## src/hw/rtl/fixed_timestep_frame_clock_defines.svh

```systemverilog
//----------------------------------------------------------------------------
// Frame clock assertion macros
// Shared property wrappers for the frame clock checks, clocked on clk and
// quiet while arst_n is low.
//----------------------------------------------------------------------------
`ifndef FIXED_TIMESTEP_FRAME_CLOCK_DEFINES_SVH
`define FIXED_TIMESTEP_FRAME_CLOCK_DEFINES_SVH

// same-cycle implication
`define FTFC_ASSERT_IMPL(lbl, ante, cons) \
	lbl: assert property (@(posedge clk) disable iff (!arst_n) (ante) |-> (cons)) \
		else $error("frame clock check failed");

// next-cycle implication
`define FTFC_ASSERT_NEXT(lbl, ante, cons) \
	lbl: assert property (@(posedge clk) disable iff (!arst_n) (ante) |=> (cons)) \
		else $error("frame clock check failed");

`endif

```

## src/hw/rtl/ftfc_pkg.sv

```systemverilog
//----------------------------------------------------------------------------
// Frame clock package
// Widths, reset values, register indexes and the shared unit's op codes.
//----------------------------------------------------------------------------
package ftfc_pkg;

	localparam int TIME_BITS_DEF  = 24;
	localparam int COUNT_BITS_DEF = 16;

	localparam int SCALE_BITS  = 16;
	localparam int SCALE_FRAC  = 8;
	localparam int ALPHA_BITS  = 16;
	localparam int DELTA_BITS  = 32;
	localparam int TOTAL_BITS  = 48;

	localparam int TARGET_RST  = 0;
	localparam int MAX_FT_RST  = 250000;
	localparam int SCALE_RST   = 256;
	localparam int STEP_RST    = 11111;

	localparam int CFG_IDX_BITS = 2;
	typedef logic [CFG_IDX_BITS-1:0] cfg_idx_t;

	localparam cfg_idx_t CFG_TARGET_FRAME = 2'd0;
	localparam cfg_idx_t CFG_MAX_FRAME    = 2'd1;
	localparam cfg_idx_t CFG_TIME_SCALE   = 2'd2;
	localparam cfg_idx_t CFG_FIXED_STEP   = 2'd3;

	typedef enum logic {
		ALU_ADD = 1'b0,
		ALU_SUB = 1'b1
	} alu_op_t;

endpackage

```

## src/hw/rtl/ftfc_regs.sv

```systemverilog
//----------------------------------------------------------------------------
// Frame clock configuration registers
// Four write-only registers loaded from the plain write port.
//----------------------------------------------------------------------------
module ftfc_regs #(
	parameter int TIME_BITS = ftfc_pkg::TIME_BITS_DEF
) (
	input  logic                         clk,
	input  logic                         arst_n,
	input  logic                         cfg_we,
	input  ftfc_pkg::cfg_idx_t           cfg_index,
	input  logic [TIME_BITS-1:0]         cfg_data,
	output logic [TIME_BITS-1:0]         target_frame_time,
	output logic [TIME_BITS-1:0]         max_frame_time,
	output logic [ftfc_pkg::SCALE_BITS-1:0] time_scale,
	output logic [TIME_BITS-1:0]         fixed_step
);
	import ftfc_pkg::*;

	logic [TIME_BITS-1:0]  target_q;
	logic [TIME_BITS-1:0]  max_ft_q;
	logic [SCALE_BITS-1:0] scale_q;
	logic [TIME_BITS-1:0]  step_q;

	always_ff @(posedge clk or negedge arst_n) begin
		if (!arst_n) begin
			target_q <= TIME_BITS'(TARGET_RST);
			max_ft_q <= TIME_BITS'(MAX_FT_RST);
			scale_q  <= SCALE_BITS'(SCALE_RST);
			step_q   <= TIME_BITS'(STEP_RST);
		end else if (cfg_we) begin
			case (cfg_index)
				CFG_TARGET_FRAME: target_q <= cfg_data;
				CFG_MAX_FRAME:    max_ft_q <= cfg_data;
				CFG_TIME_SCALE:   scale_q  <= cfg_data[SCALE_BITS-1:0];
				CFG_FIXED_STEP:   step_q   <= cfg_data;
				default: ;
			endcase
		end
	end

	assign target_frame_time = target_q;
	assign max_frame_time    = max_ft_q;
	assign time_scale        = scale_q;
	assign fixed_step        = step_q;

endmodule

```

## src/hw/rtl/ftfc_alu.sv

```systemverilog
//----------------------------------------------------------------------------
// Frame clock shared adder
// One add/sub unit with borrow out for gather, limit, clamp, acc and div.
//----------------------------------------------------------------------------
module ftfc_alu #(
	parameter int WIDTH = ftfc_pkg::TIME_BITS_DEF + 9
) (
	input  ftfc_pkg::alu_op_t op,
	input  logic [WIDTH-1:0]  a,
	input  logic [WIDTH-1:0]  b,
	output logic [WIDTH-1:0]  res,
	output logic              borrow
);
	import ftfc_pkg::*;

	logic [WIDTH:0] full;

	always_comb begin
		case (op)
			ALU_ADD: full = {1'b0, a} + {1'b0, b};
			ALU_SUB: full = {1'b0, a} - {1'b0, b};
			default: full = {1'b0, a} + {1'b0, b};
		endcase
	end

	assign res    = full[WIDTH-1:0];
	// a below b on a subtract
	assign borrow = (op == ALU_SUB) && full[WIDTH];

endmodule

```

## src/hw/rtl/fixed_timestep_frame_clock.sv

```systemverilog
//----------------------------------------------------------------------------
// Fixed timestep frame clock
// Frame limiter, clamp, time scale and fixed-step split over one shared unit.
//----------------------------------------------------------------------------
// Usage:
//   Input channel (in_valid/in_ready, elapsed_time) takes one tick word per
//   frame. Every tick yields exactly one result word on the output channel
//   (out_valid/out_ready): can_update, delta_time, step_count, alpha and
//   total_time. Registers are written through cfg_we/cfg_index/cfg_data
//   while the block is idle.
//   A released frame runs gather, limit (both only with the limiter on),
//   clamp, multiply and accumulate steps, then a long division of one bit
//   per cycle over TIME_BITS+25 bits (quotient, then 16 alpha bits) on the
//   shared subtractor. A held frame goes from the limit step straight to
//   the last step. in_ready is high only while idle, so a new tick is not
//   taken until the last one has left the last step.
//   The result sits in an output register; a new tick is accepted while
//   it waits, and the next result holds in the last step until out_ready
//   frees the register.
//   Reset clears the gather, remainder and total state and loads the
//   register defaults (limiter off, 250000 us clamp, unity scale, 11111 us
//   fixed step).
//----------------------------------------------------------------------------
module fixed_timestep_frame_clock #(
	parameter int TIME_BITS  = ftfc_pkg::TIME_BITS_DEF,
	parameter int COUNT_BITS = ftfc_pkg::COUNT_BITS_DEF
) (
	input  logic                               clk,
	input  logic                               arst_n,
	input  logic                               cfg_we,
	input  ftfc_pkg::cfg_idx_t                 cfg_index,
	input  logic [TIME_BITS-1:0]               cfg_data,
	input  logic                               in_valid,
	output logic                               in_ready,
	input  logic [TIME_BITS-1:0]               elapsed_time,
	output logic                               out_valid,
	input  logic                               out_ready,
	output logic                               can_update,
	output logic [ftfc_pkg::DELTA_BITS-1:0]    delta_time,
	output logic [COUNT_BITS-1:0]              step_count,
	output logic [ftfc_pkg::ALPHA_BITS-1:0]    alpha,
	output logic [ftfc_pkg::TOTAL_BITS-1:0]    total_time
);
	import ftfc_pkg::*;

	`include "fixed_timestep_frame_clock_defines.svh"

	localparam int SW = TIME_BITS + SCALE_BITS - SCALE_FRAC;  // scaled delta
	localparam int QW = SW + 1;                               // accumulator
	localparam int AW = QW;                                   // shared unit
	localparam int DW = QW + ALPHA_BITS;                      // dividend
	localparam int CW = $clog2(DW);
	localparam int PW = TIME_BITS + SCALE_BITS;
	localparam int XW = (SW > DELTA_BITS) ? SW : DELTA_BITS;

	typedef enum logic [7:0] {
		S_IDLE   = 8'b0000_0001,
		S_GATHER = 8'b0000_0010,
		S_LIMIT  = 8'b0000_0100,
		S_CLAMP  = 8'b0000_1000,
		S_MUL    = 8'b0001_0000,
		S_ACC    = 8'b0010_0000,
		S_DIV    = 8'b0100_0000,
		S_FINISH = 8'b1000_0000
	} state_t;

	logic [TIME_BITS-1:0]  target_frame_time;
	logic [TIME_BITS-1:0]  max_frame_time;
	logic [SCALE_BITS-1:0] time_scale;
	logic [TIME_BITS-1:0]  fixed_step;

	state_t                state_q;
	logic [TIME_BITS:0]    gather_q;
	logic [TIME_BITS-1:0]  rem_q;
	logic [TOTAL_BITS-1:0] total_q;

	logic [TIME_BITS:0]    raw_q;
	logic [SW-1:0]         scaled_q;
	logic [DW-1:0]         dvd_q;
	logic [TIME_BITS-1:0]  part_q;
	logic [CW-1:0]         cnt_q;
	logic [COUNT_BITS-1:0] count_q;
	logic                  ovf_q;
	logic [ALPHA_BITS-1:0] alpha_q;
	logic                  zero_q;

	logic                  out_valid_q;
	logic                  can_update_q;
	logic [DELTA_BITS-1:0] delta_q;
	logic [COUNT_BITS-1:0] step_count_q;
	logic [ALPHA_BITS-1:0] alpha_out_q;
	logic [TOTAL_BITS-1:0] total_out_q;

	alu_op_t               alu_op;
	logic [AW-1:0]         alu_a;
	logic [AW-1:0]         alu_b;
	logic [AW-1:0]         alu_res;
	logic                  alu_borrow;

	logic [TIME_BITS:0]    trial;
	logic [TIME_BITS-1:0]  next_part;
	logic [PW-1:0]         prod;
	logic [XW-1:0]         scaled_x;
	logic [DELTA_BITS-1:0] delta_sat;

	ftfc_regs #(
		.TIME_BITS(TIME_BITS)
	) u_regs (
		.clk              (clk),
		.arst_n           (arst_n),
		.cfg_we           (cfg_we),
		.cfg_index        (cfg_index),
		.cfg_data         (cfg_data),
		.target_frame_time(target_frame_time),
		.max_frame_time   (max_frame_time),
		.time_scale       (time_scale),
		.fixed_step       (fixed_step)
	);

	ftfc_alu #(
		.WIDTH(AW)
	) u_alu (
		.op    (alu_op),
		.a     (alu_a),
		.b     (alu_b),
		.res   (alu_res),
		.borrow(alu_borrow)
	);

	assign trial     = {part_q, dvd_q[DW-1]};
	assign next_part = alu_borrow ? trial[TIME_BITS-1:0] : alu_res[TIME_BITS-1:0];
	assign prod      = PW'(raw_q[TIME_BITS-1:0]) * PW'(time_scale);
	assign scaled_x  = XW'(scaled_q);
	assign delta_sat = (scaled_x > XW'({DELTA_BITS{1'b1}})) ? {DELTA_BITS{1'b1}}
	                                                        : scaled_x[DELTA_BITS-1:0];

	// operand select for the shared unit
	always_comb begin
		alu_op = ALU_SUB;
		alu_a  = AW'(raw_q);
		alu_b  = AW'(max_frame_time);
		case (state_q)
			S_GATHER: begin
				alu_op = ALU_ADD;
				alu_a  = AW'(gather_q);
				alu_b  = AW'(raw_q);
			end
			S_LIMIT: begin
				alu_a = AW'(raw_q);
				alu_b = AW'(target_frame_time);
			end
			S_ACC: begin
				alu_op = ALU_ADD;
				alu_a  = AW'(rem_q);
				alu_b  = AW'(scaled_q);
			end
			S_DIV: begin
				alu_a = AW'(trial);
				alu_b = AW'(fixed_step);
			end
			default: ;
		endcase
	end

	always_ff @(posedge clk or negedge arst_n) begin
		if (!arst_n) begin
			state_q     <= S_IDLE;
			gather_q    <= '0;
			rem_q       <= '0;
			total_q     <= '0;
			out_valid_q <= 1'b0;
		end else begin
			// the last step reloads the word itself
			if (out_valid_q && out_ready && state_q != S_FINISH) begin
				out_valid_q <= 1'b0;
			end
			case (state_q)
				S_IDLE: begin
					if (in_valid) begin
						raw_q  <= {1'b0, elapsed_time};
						zero_q <= 1'b0;
						state_q <= (target_frame_time != '0) ? S_GATHER : S_CLAMP;
					end
				end
				S_GATHER: begin
					raw_q   <= alu_res[TIME_BITS:0];
					state_q <= S_LIMIT;
				end
				S_LIMIT: begin
					if (alu_borrow) begin
						// hold the frame back and keep gathering
						gather_q <= raw_q;
						zero_q   <= 1'b1;
						state_q  <= S_FINISH;
					end else begin
						gather_q <= '0;
						state_q  <= S_CLAMP;
					end
				end
				S_CLAMP: begin
					if (!alu_borrow) begin
						raw_q <= {1'b0, max_frame_time};
					end
					state_q <= S_MUL;
				end
				S_MUL: begin
					scaled_q <= prod[PW-1:SCALE_FRAC];
					state_q  <= S_ACC;
				end
				S_ACC: begin
					total_q <= total_q + TOTAL_BITS'(scaled_q);
					dvd_q   <= {alu_res, {ALPHA_BITS{1'b0}}};
					part_q  <= '0;
					cnt_q   <= '0;
					ovf_q   <= 1'b0;
					alpha_q <= '0;
					if (fixed_step == '0) begin
						count_q <= '1;
						rem_q   <= '0;
						state_q <= S_FINISH;
					end else begin
						count_q <= '0;
						state_q <= S_DIV;
					end
				end
				S_DIV: begin
					part_q <= next_part;
					dvd_q  <= {dvd_q[DW-2:0], 1'b0};
					cnt_q  <= cnt_q + 1'b1;
					if (cnt_q < CW'(QW)) begin
						count_q <= {count_q[COUNT_BITS-2:0], !alu_borrow};
						ovf_q   <= ovf_q | count_q[COUNT_BITS-1];
					end else begin
						alpha_q <= {alpha_q[ALPHA_BITS-2:0], !alu_borrow};
					end
					if (cnt_q == CW'(QW - 1)) begin
						rem_q <= next_part;
					end
					if (cnt_q == CW'(DW - 1)) begin
						state_q <= S_FINISH;
					end
				end
				S_FINISH: begin
					// wait until the output register is free
					if (!out_valid_q || out_ready) begin
						out_valid_q <= 1'b1;
						state_q     <= S_IDLE;
					end
				end
				default: state_q <= S_IDLE;
			endcase
		end
	end

	// result word
	always_ff @(posedge clk) begin
		if (state_q == S_FINISH && (!out_valid_q || out_ready)) begin
			if (zero_q) begin
				can_update_q <= 1'b0;
				delta_q      <= '0;
				step_count_q <= '0;
				alpha_out_q  <= '0;
				total_out_q  <= '0;
			end else begin
				can_update_q <= 1'b1;
				delta_q      <= delta_sat;
				step_count_q <= ovf_q ? {COUNT_BITS{1'b1}} : count_q;
				alpha_out_q  <= alpha_q;
				total_out_q  <= total_q;
			end
		end
	end

	assign in_ready   = (state_q == S_IDLE);
	assign out_valid  = out_valid_q;
	assign can_update = can_update_q;
	assign delta_time = delta_q;
	assign step_count = step_count_q;
	assign alpha      = alpha_out_q;
	assign total_time = total_out_q;

	`FTFC_ASSERT_IMPL(a_part_below_step, state_q == S_DIV, part_q < fixed_step)
	`FTFC_ASSERT_NEXT(a_busy_after_accept, in_valid && in_ready, !in_ready)
	`FTFC_ASSERT_IMPL(a_result_from_finish, $rose(out_valid_q), $past(state_q == S_FINISH))
	`FTFC_ASSERT_IMPL(a_held_frame_zero, out_valid_q && !can_update_q,
		delta_q == '0 && step_count_q == '0 && alpha_out_q == '0 && total_out_q == '0)

endmodule
```

## config.mk

```make
export PLATFORM = sky130hd
export DESIGN_NAME = fixed_timestep_frame_clock
export DESIGN_NICKNAME = d
export VERILOG_FILES = /design/src/hw/rtl/ftfc_pkg.sv /design/src/hw/rtl/ftfc_regs.sv /design/src/hw/rtl/ftfc_alu.sv /design/src/hw/rtl/fixed_timestep_frame_clock.sv
export VERILOG_INCLUDE_DIRS = /design/src /design/src/hw/rtl
export SDC_FILE = /design/constraint.sdc
export NUM_CORES = 2
export LEC_CHECK = 0
export BUFFER_PORTS_ARGS = -buffer_cell sky130_fd_sc_hd__buf_2
export CORE_AREA = 2 2 246 248
export CTS_BUF_LIST = sky130_fd_sc_hd__clkbuf_16
export DETAILED_ROUTE_END_ITERATION = 6
export DIE_AREA = 0 0 248 250
export GPL_TIMING_DRIVEN = 0
export HOLD_SLACK_MARGIN = 0.06
export PLACE_DENSITY = 0.88
export SETUP_SLACK_MARGIN = 0.1
export SLEW_MARGIN = 10
export SYNTH_ARGS = -nofsm -noshare
export SYNTH_HDL_FRONTEND = slang
export SYNTH_SLANG_ARGS = --single-unit
```

## constraint.sdc

```tcl
create_clock -name clk -period 7.95 [get_ports clk]
set_clock_uncertainty 0.05 [all_clocks]
set_input_delay 0.795 -clock clk [delete_from_list [all_inputs] [get_ports clk]]
set_output_delay 0.795 -clock clk [all_outputs]
set_load 0.03 [all_outputs]
```

---- Word level (Yosys, flattened, before mapping) ----
Cells that the tools add are included.
operators by class
  equal/unequal tests ..................... 23
  reduce and logical (&&, ||, !) cells .... 26
  order comparisons ....................... 2
  bitwise gates (word level) .............. 1
  add/sub/neg operators ................... 4
  muxes and demuxes ....................... 38
  multipliers ............................. 1
operators by type and width
  kind                                                    count
  one-hot mux 25 bit (3 select lines)                     2
  one-hot mux 32 bit (4 select lines)                     1
  one-hot mux 49 bit (2 select lines)                     1
  one-hot mux 24 bit (2 select lines)                     2
  2-to-1 mux 25 bit                                       3
  2-to-1 mux 24 bit                                       3
  one-hot mux 34 bit (2 select lines)                     1
  2-to-1 mux 16 bit                                       4
  one-hot mux 16 bit (2 select lines)                     2
  one-hot mux 8 bit (8 select lines)                      1
  adder 48 x 32 -> 48 bit                                 1
  multiplier 24 x 16 -> 40 bit                            1
  2-to-1 mux 8 bit                                        5
  adder 25 x 32 -> 33 bit                                 1
  subtractor 25 x 32 -> 33 bit                            1
  greater-than comparator 32 bit (second input constant)  1
  2-to-1 mux 32 bit                                       1
  logical NOT 24 bit                                      1
  nonzero test 24 bit                                     1
  != test 2 bit (second input constant)                   9
  == test 6 bit (second input constant)                   2
  one-hot mux 6 bit (2 select lines)                      1
  AND reduction 2 bit                                     6
  AND reduction 3 bit                                     4
  other kinds (25)                                        40
storage, ports and cells
  input bits .............................. 55
  output and inout port bits .............. 115
  word-level logic and storage cells ...... 118
  register bits after elaboration ......... 477

---- Longest topological paths before layout ----
  depth after elaboration ................. 8
  depth in mapped cells ................... 25

---- Cells and area by module ----
From an unflattened synthesis, not the netlist that was laid out.
unflattened totals
  cell total of the unflattened synthesis .. 3618
  area, all modules ....................... 35818.1 µm²
by module, submodules not included
  module                      area each (µm²)  sequential area each (µm²)  times used  cells an instance
  fixed_timestep_frame_clock  29828.6          10671.5                     1           3043
  ftfc_regs                   3334.4           2223.4                      1           187
  ftfc_alu                    2655.0           0.0                         1           388

---- Least setup slack after synthesis ----
No wires, ideal clock.
  kind .................................... register -> register
  start point ............................. register state_q[2]
  end point ............................... register raw_q[0], enable pin
  data arrival time ....................... 6.292 ns
  path buffers ............................ 5
  cell stages (with the launch flop) ...... 20
  path slack .............................. 1.159 ns
  required time ........................... 7.451 ns
  cells stage by stage .................... dfrtp_1 > nor4_2 > nand2_1 > nor3b_1 > clkbuf_1 > clkbuf_1 > clkbuf_1 > a222oi_1 > nand2_1 > ha_1 > buf_4 > or3_1 > or4_1 > a21oi_1 > or2_1 > buf_4 > a211oi_2 > o21a_2 > o21a_1 > a221oi_1
between the ends
  word-level cells in the longest chain between the ends .. 7
  elaborated cells on any way between the ends .. 17
ends and longest elaborated chain
  what                                                                     RTL line                                           RTL
  start: declaration                                                       fixed_timestep_frame_clock.sv:72                   state_t state_q;
  start signal: assignment                                                 fixed_timestep_frame_clock.sv:182                  state_q <= (target_frame_time != '0) ? S_GATHER : S_CLAMP;
  == test 8 x 7 -> 1 bit (tied with other cells)                           fixed_timestep_frame_clock.sv:142                  case (state_q)
  one-hot mux 32 bit (4 select lines) (tied with other cells)              fixed_timestep_frame_clock.sv:142
  subtractor 25 x 32 -> 33 bit / 2-to-1 mux 1 bit (equally long branches)  ftfc_alu.sv:21, fixed_timestep_frame_clock.sv:142
  one-hot mux 34 bit (2 select lines)                                      ftfc_alu.sv:19                                     case (op)
  logical AND 1 bit                                                        ftfc_alu.sv:28                                     assign borrow = (op == ALU_SUB) && full[WIDTH];
  != test 2 bit (no line)                                                  --
  AND reduction 4 bit (no line) (*)                                        --
  end signal: assignment                                                   fixed_timestep_frame_clock.sv:180                  raw_q <= {1'b0, elapsed_time};
  end signal: assignment                                                   fixed_timestep_frame_clock.sv:186                  raw_q <= alu_res[TIME_BITS:0];
  end signal: assignment                                                   fixed_timestep_frame_clock.sv:202                  raw_q <= {1'b0, max_frame_time};
  end: declaration                                                         fixed_timestep_frame_clock.sv:77                   logic [TIME_BITS:0] raw_q;
Every way passes the cells marked *; elsewhere a longest branch is shown, timed or not.
A chain may end at the register's enable or synchronous reset.

---- Worst setup path after layout ----
  start point ............................. register raw_q[5]
  end point ............................... register scaled_q[31], data pin
between the ends
  word-level cells in the longest chain between the ends .. 1
ends and longest elaborated chain
  what                          RTL line                           RTL
  multiplier 24 x 16 -> 40 bit  fixed_timestep_frame_clock.sv:132  assign prod = PW'(raw_q[TIME_BITS-1:0]) * PW'(time_scale);
  named net prod[39]            fixed_timestep_frame_clock.sv:102  logic [PW-1:0] prod;
  end signal: assignment        fixed_timestep_frame_clock.sv:207  scaled_q <= prod[PW-1:SCALE_FRAC];
  end: declaration              fixed_timestep_frame_clock.sv:78   logic [SW-1:0] scaled_q;
The timed path passes the listed nets, and every way through them passes these cells.

==> metrics.md <==
| Metric | Value |
|---|---|
| Max incr delay on CP | `590 ps` |
| Post-synth top flop | `edfxtp_1` |
| Placed Area | `37800 um^2` |
| # rows | `90` |
| Syn-to-layout area delta | `10.7%` |
| Failing checks | `DRC` |
| DIE AREA | `62000 um^2` |
| Final Max Tran Viols | `0` |
| Clk Latency, worst-skew pair | `640 ps` |
| Vias | `30100` |
| Global placement routability congestion | `1.02` |
| Unique cell type count in the Yosys netlist | `85` |
| Synth top area cells | `edfxtp_1, fa_1, dfrtp_1` |
| CP Cell Sequence | `clkbuf_1 > clkbuf_2 > and2_1 > fa_1 > fa_1 > fa_1 > fa_1 > fa_1 > inv_1 > fa_1 > inv_1 > ha_1 > a21o_1 > a211oi_1 > o211ai_1 > o21ai_4 > o21ai_1 > or3b_2 > a211o_1 > xnor2_1` |
| First-pass GRT wire length | `175 mm` |
| CP Buf/Inv Count | `4` |
| Setup Viol. Count Final | `0` |
| Slew HR | `10.4%` |
| CORE AREA | `59600 um^2` |
| Tcrit/Tclk final | `96.1%` |
| CP max-delay cell | `clkbuf_1` |
| Die W | `248 um` |
| Buffer depth of the longest clock path | `3` |
| Tot GR Track Use | `37.3%` |
| Detail Placement HPWL | `86.7 mm` |
| Vias in the first global route | `30300` |
| Slew @ Worst Pin | `1340 ps` |
| Share of layout cells above drive strength 1 | `11.6%` |
| CP arrival | `7940 ps` |
| Total gr overflow | `0` |
| CTS H-tree depth | `2` |
| Initial Util | `60.2%` |
| Starting DRT DRC Count | `4070` |
| Root Buffer | `clkbuf_16` |
| Syn. warnings | `0` |
| Clock buffer count from CTS | `48` |
| Fin nets | `4405` |
| Hold Fails Final Rpt | `0` |
| Clk sinks | `461` |
| EDFF count, synth | `267` |
| Vias per cell | `6.42` |
| Antenna violations before repair | `15` |
| Critical Path End Type | `flip-flop` |
| Hold slack | `98.7 ps` |
| Routed wire length | `114 mm` |
| DRC viols | `76` |
| Critical Path Start | `raw_q[5]` |
| Worst endpoint required time | `8250 ps` |
| Syn Nets | `4175` |
| Nature of the critical path startpoint | `flip-flop` |
| R2r startpoint | `raw_q[5]` |
| Synth top area share | `22.4%` |
| Drt wl/cell | `24.5 um` |
| Achievable Freq | `0.131 GHz` |
| Hold WC Path Type | `input port to asynchronous set/reset pin` |
| Fin crit period | `7640 ps` |
| Yosys top cell by area | `edfxtp_1` |
| Largest net degree at the start of global routing | `113` |
| Port Buffers | `169` |
| Cell repeated most along the worst path | `fa_1` |
| CP top delay family | `adder cells` |
| Cell count after synthesis | `3619` |
| CP max FO | `10` |
| Mapped cell area | `35800 um^2` |
| Yosys reg bits | `461` |
| Clock Pin Slew Worst Setup and Hold Paths | `70 ps` |
| TritonCTS clock tree | `built` |
| Status | `complete, but fails checks` |
| Sequential area share after synthesis | `36.0%` |
| Async set or reset register ratio after synthesis | `42.1%` |
| Final Cell Area | `39700 um^2` |
| IO Pins | `170` |
| RSZ-0062 raised after global routing | `false` |
| DRT antenna net count | `0` |
| DRT Pass-1 Iters | `7` |
| Die H | `250 um` |
| Avg Cell Area, Syn | `9.90 um^2` |
| Critical path class | `flip-flop to flip-flop` |
| Max-cap violations | `0` |
[worst paths after layout]
kind / end / slack, ps / depth (start not counted)
worst max-delay path: scaled_q[31] / 310 / 20
worst min-delay path: total_q[7] / 100 / 1
worst max register to register: scaled_q[31] / 310 / 20
worst min register to register: total_q[46] / 440 / 1
max in group asynchronous: u_regs.time_scale[2] / 6640 / 2
min in group clk: u_regs.max_frame_time[17] / 380 / 2
[metrics by stage]
| step | setup slack (ps) | TNS (ps) | util (%) | std cells |
|---|---|---|---|---|
| 6_report | 311 | 0 | 66.6 | 4679 |
| 5_1_grt | 112 | 0 | 66.5 | 4671 |
| 4_1_cts | 138 | 0 | 66.3 | 4664 |
| 3_5_place_dp | -211 | -211 | 63.5 | 4576 |
| 3_3_place_gp | -1320 | -54700 | 63.2 | 4570 |
| 2_1_floorplan | 1160 | 0 | - | 3619 |
[sequential cells by signal (all words and copies together), names as in the netlist, 24 cells and up]
register,flops
raw_q,25
total_time,48
delta_time,32
u_regs.target_frame_time,24
dvd_q,33
scaled_q,32
total_q,48
part_q,24
gather_q,25
rem_q,24
u_regs.max_frame_time,24
u_regs.fixed_step,24
[cell usage in the layout, fill, tap and decap left out, types with 44 or more instances in the layout]
master and n:
and2_1 196, xor2_1 44, clkbuf_1 132, fa_1 308, clkbuf_16 51, a222oi_1 48
buf_2 174, edfxtp_1 267, nor2_1 166, dfrtp_1 174, inv_1 444, a21oi_1 155
nor2b_1 103, o21ai_0 157, ha_1 193, nand2_1 510, xnor2_1 76, mux2_2 92
a21o_1 53
[cells by family (layout without fill, tap and decap cells)]
group	after synthesis	in the layout	share of synthesized area (%)
flops	461	461	36.0
simple gates	1160	1160	15.6
compound gates	622	622	11.3
buf+inv	641	911	6.80
mux	114	114	3.53
fa+ha+maj	501	501	23.9
other cells	0	8	0
xor+xnor	120	120	2.93
[cell usage after synthesis, types with 5 or more instances]
| master | instances |
|---|---|
| and3_1 | 23 |
| dfstp_2 | 18 |
| nor2b_1 | 104 |
| nand2b_1 | 15 |
| nor4_1 | 19 |
| a221o_1 | 6 |
| nand2_1 | 510 |
| nand4b_1 | 5 |
| o21ai_0 | 157 |
| o31ai_1 | 12 |
| and4_1 | 5 |
| edfxtp_1 | 267 |
| o21bai_1 | 20 |
| a222oi_1 | 48 |
| mux2_1 | 8 |
| a21o_1 | 53 |
| o21a_1 | 9 |
| xnor2_1 | 76 |
| a211oi_1 | 12 |
| a21oi_1 | 156 |
| inv_1 | 440 |
| or3_1 | 7 |
| and2_1 | 197 |
| clkbuf_1 | 178 |
| mux2i_1 | 14 |
| buf_1 | 10 |
| mux2_2 | 92 |
| o22ai_1 | 5 |
| nor2_1 | 166 |
| dfrtp_1 | 176 |
| nand3_1 | 38 |
| xor2_1 | 44 |
| nor3b_1 | 9 |
| nand4_1 | 25 |
| a22oi_1 | 26 |
| nor3_1 | 17 |
| nand3b_1 | 5 |
| o21ai_1 | 24 |
| o211ai_1 | 17 |
| buf_2 | 6 |
| a41oi_1 | 5 |
| fa_1 | 308 |
| a31oi_1 | 22 |
| ha_1 | 193 |
[per-layer routing]
| layer | GRT usage (%) | routed length, um |
|---|---|---|
| met1 | 46.4 | 39800 |
| met2 | 54.8 | 48800 |
| met3 | 12.6 | 15800 |
| met4 | 25.8 | 10000 |
| met5 | 0 | 125 |
[worst register-to-register path, stage by stage (launching register included)]
cell      delay (ps)
edfxtp_1         320
clkbuf_1         590
clkbuf_2         430
and2_1           210
fa_1             470
fa_1             430
fa_1             450
fa_1             450
fa_1             520
inv_1             50
fa_1             490
inv_1             40
ha_1             430
a21o_1           240
a211oi_1         370
o211ai_1         220
o21ai_4          300
o21ai_1          260
or3b_2           570
a211o_1          330
xnor2_1          130
[area by class of cell]
type,instances,area [um^2]
Buffer,183,756
Clock inverter,39,383
Fill cell,4335,19900
Inverter,442,1660
Clock buffer,51,1280
Multi-Input combinational cell,2517,20500
Tap cell,782,978
Timing Repair Buffer,196,1140
Sequential cell,461,12900
Antenna cell,8,20.0
[repair_timing]
action,CTS,global route
setup buffers,0,21
gates resized for setup,12,41
setup endpoints to repair,1,4
hold buffers,0,0
Power is not shown: default switching activity piles up to over one toggle a cycle in this logic, so the estimate is an artifact.
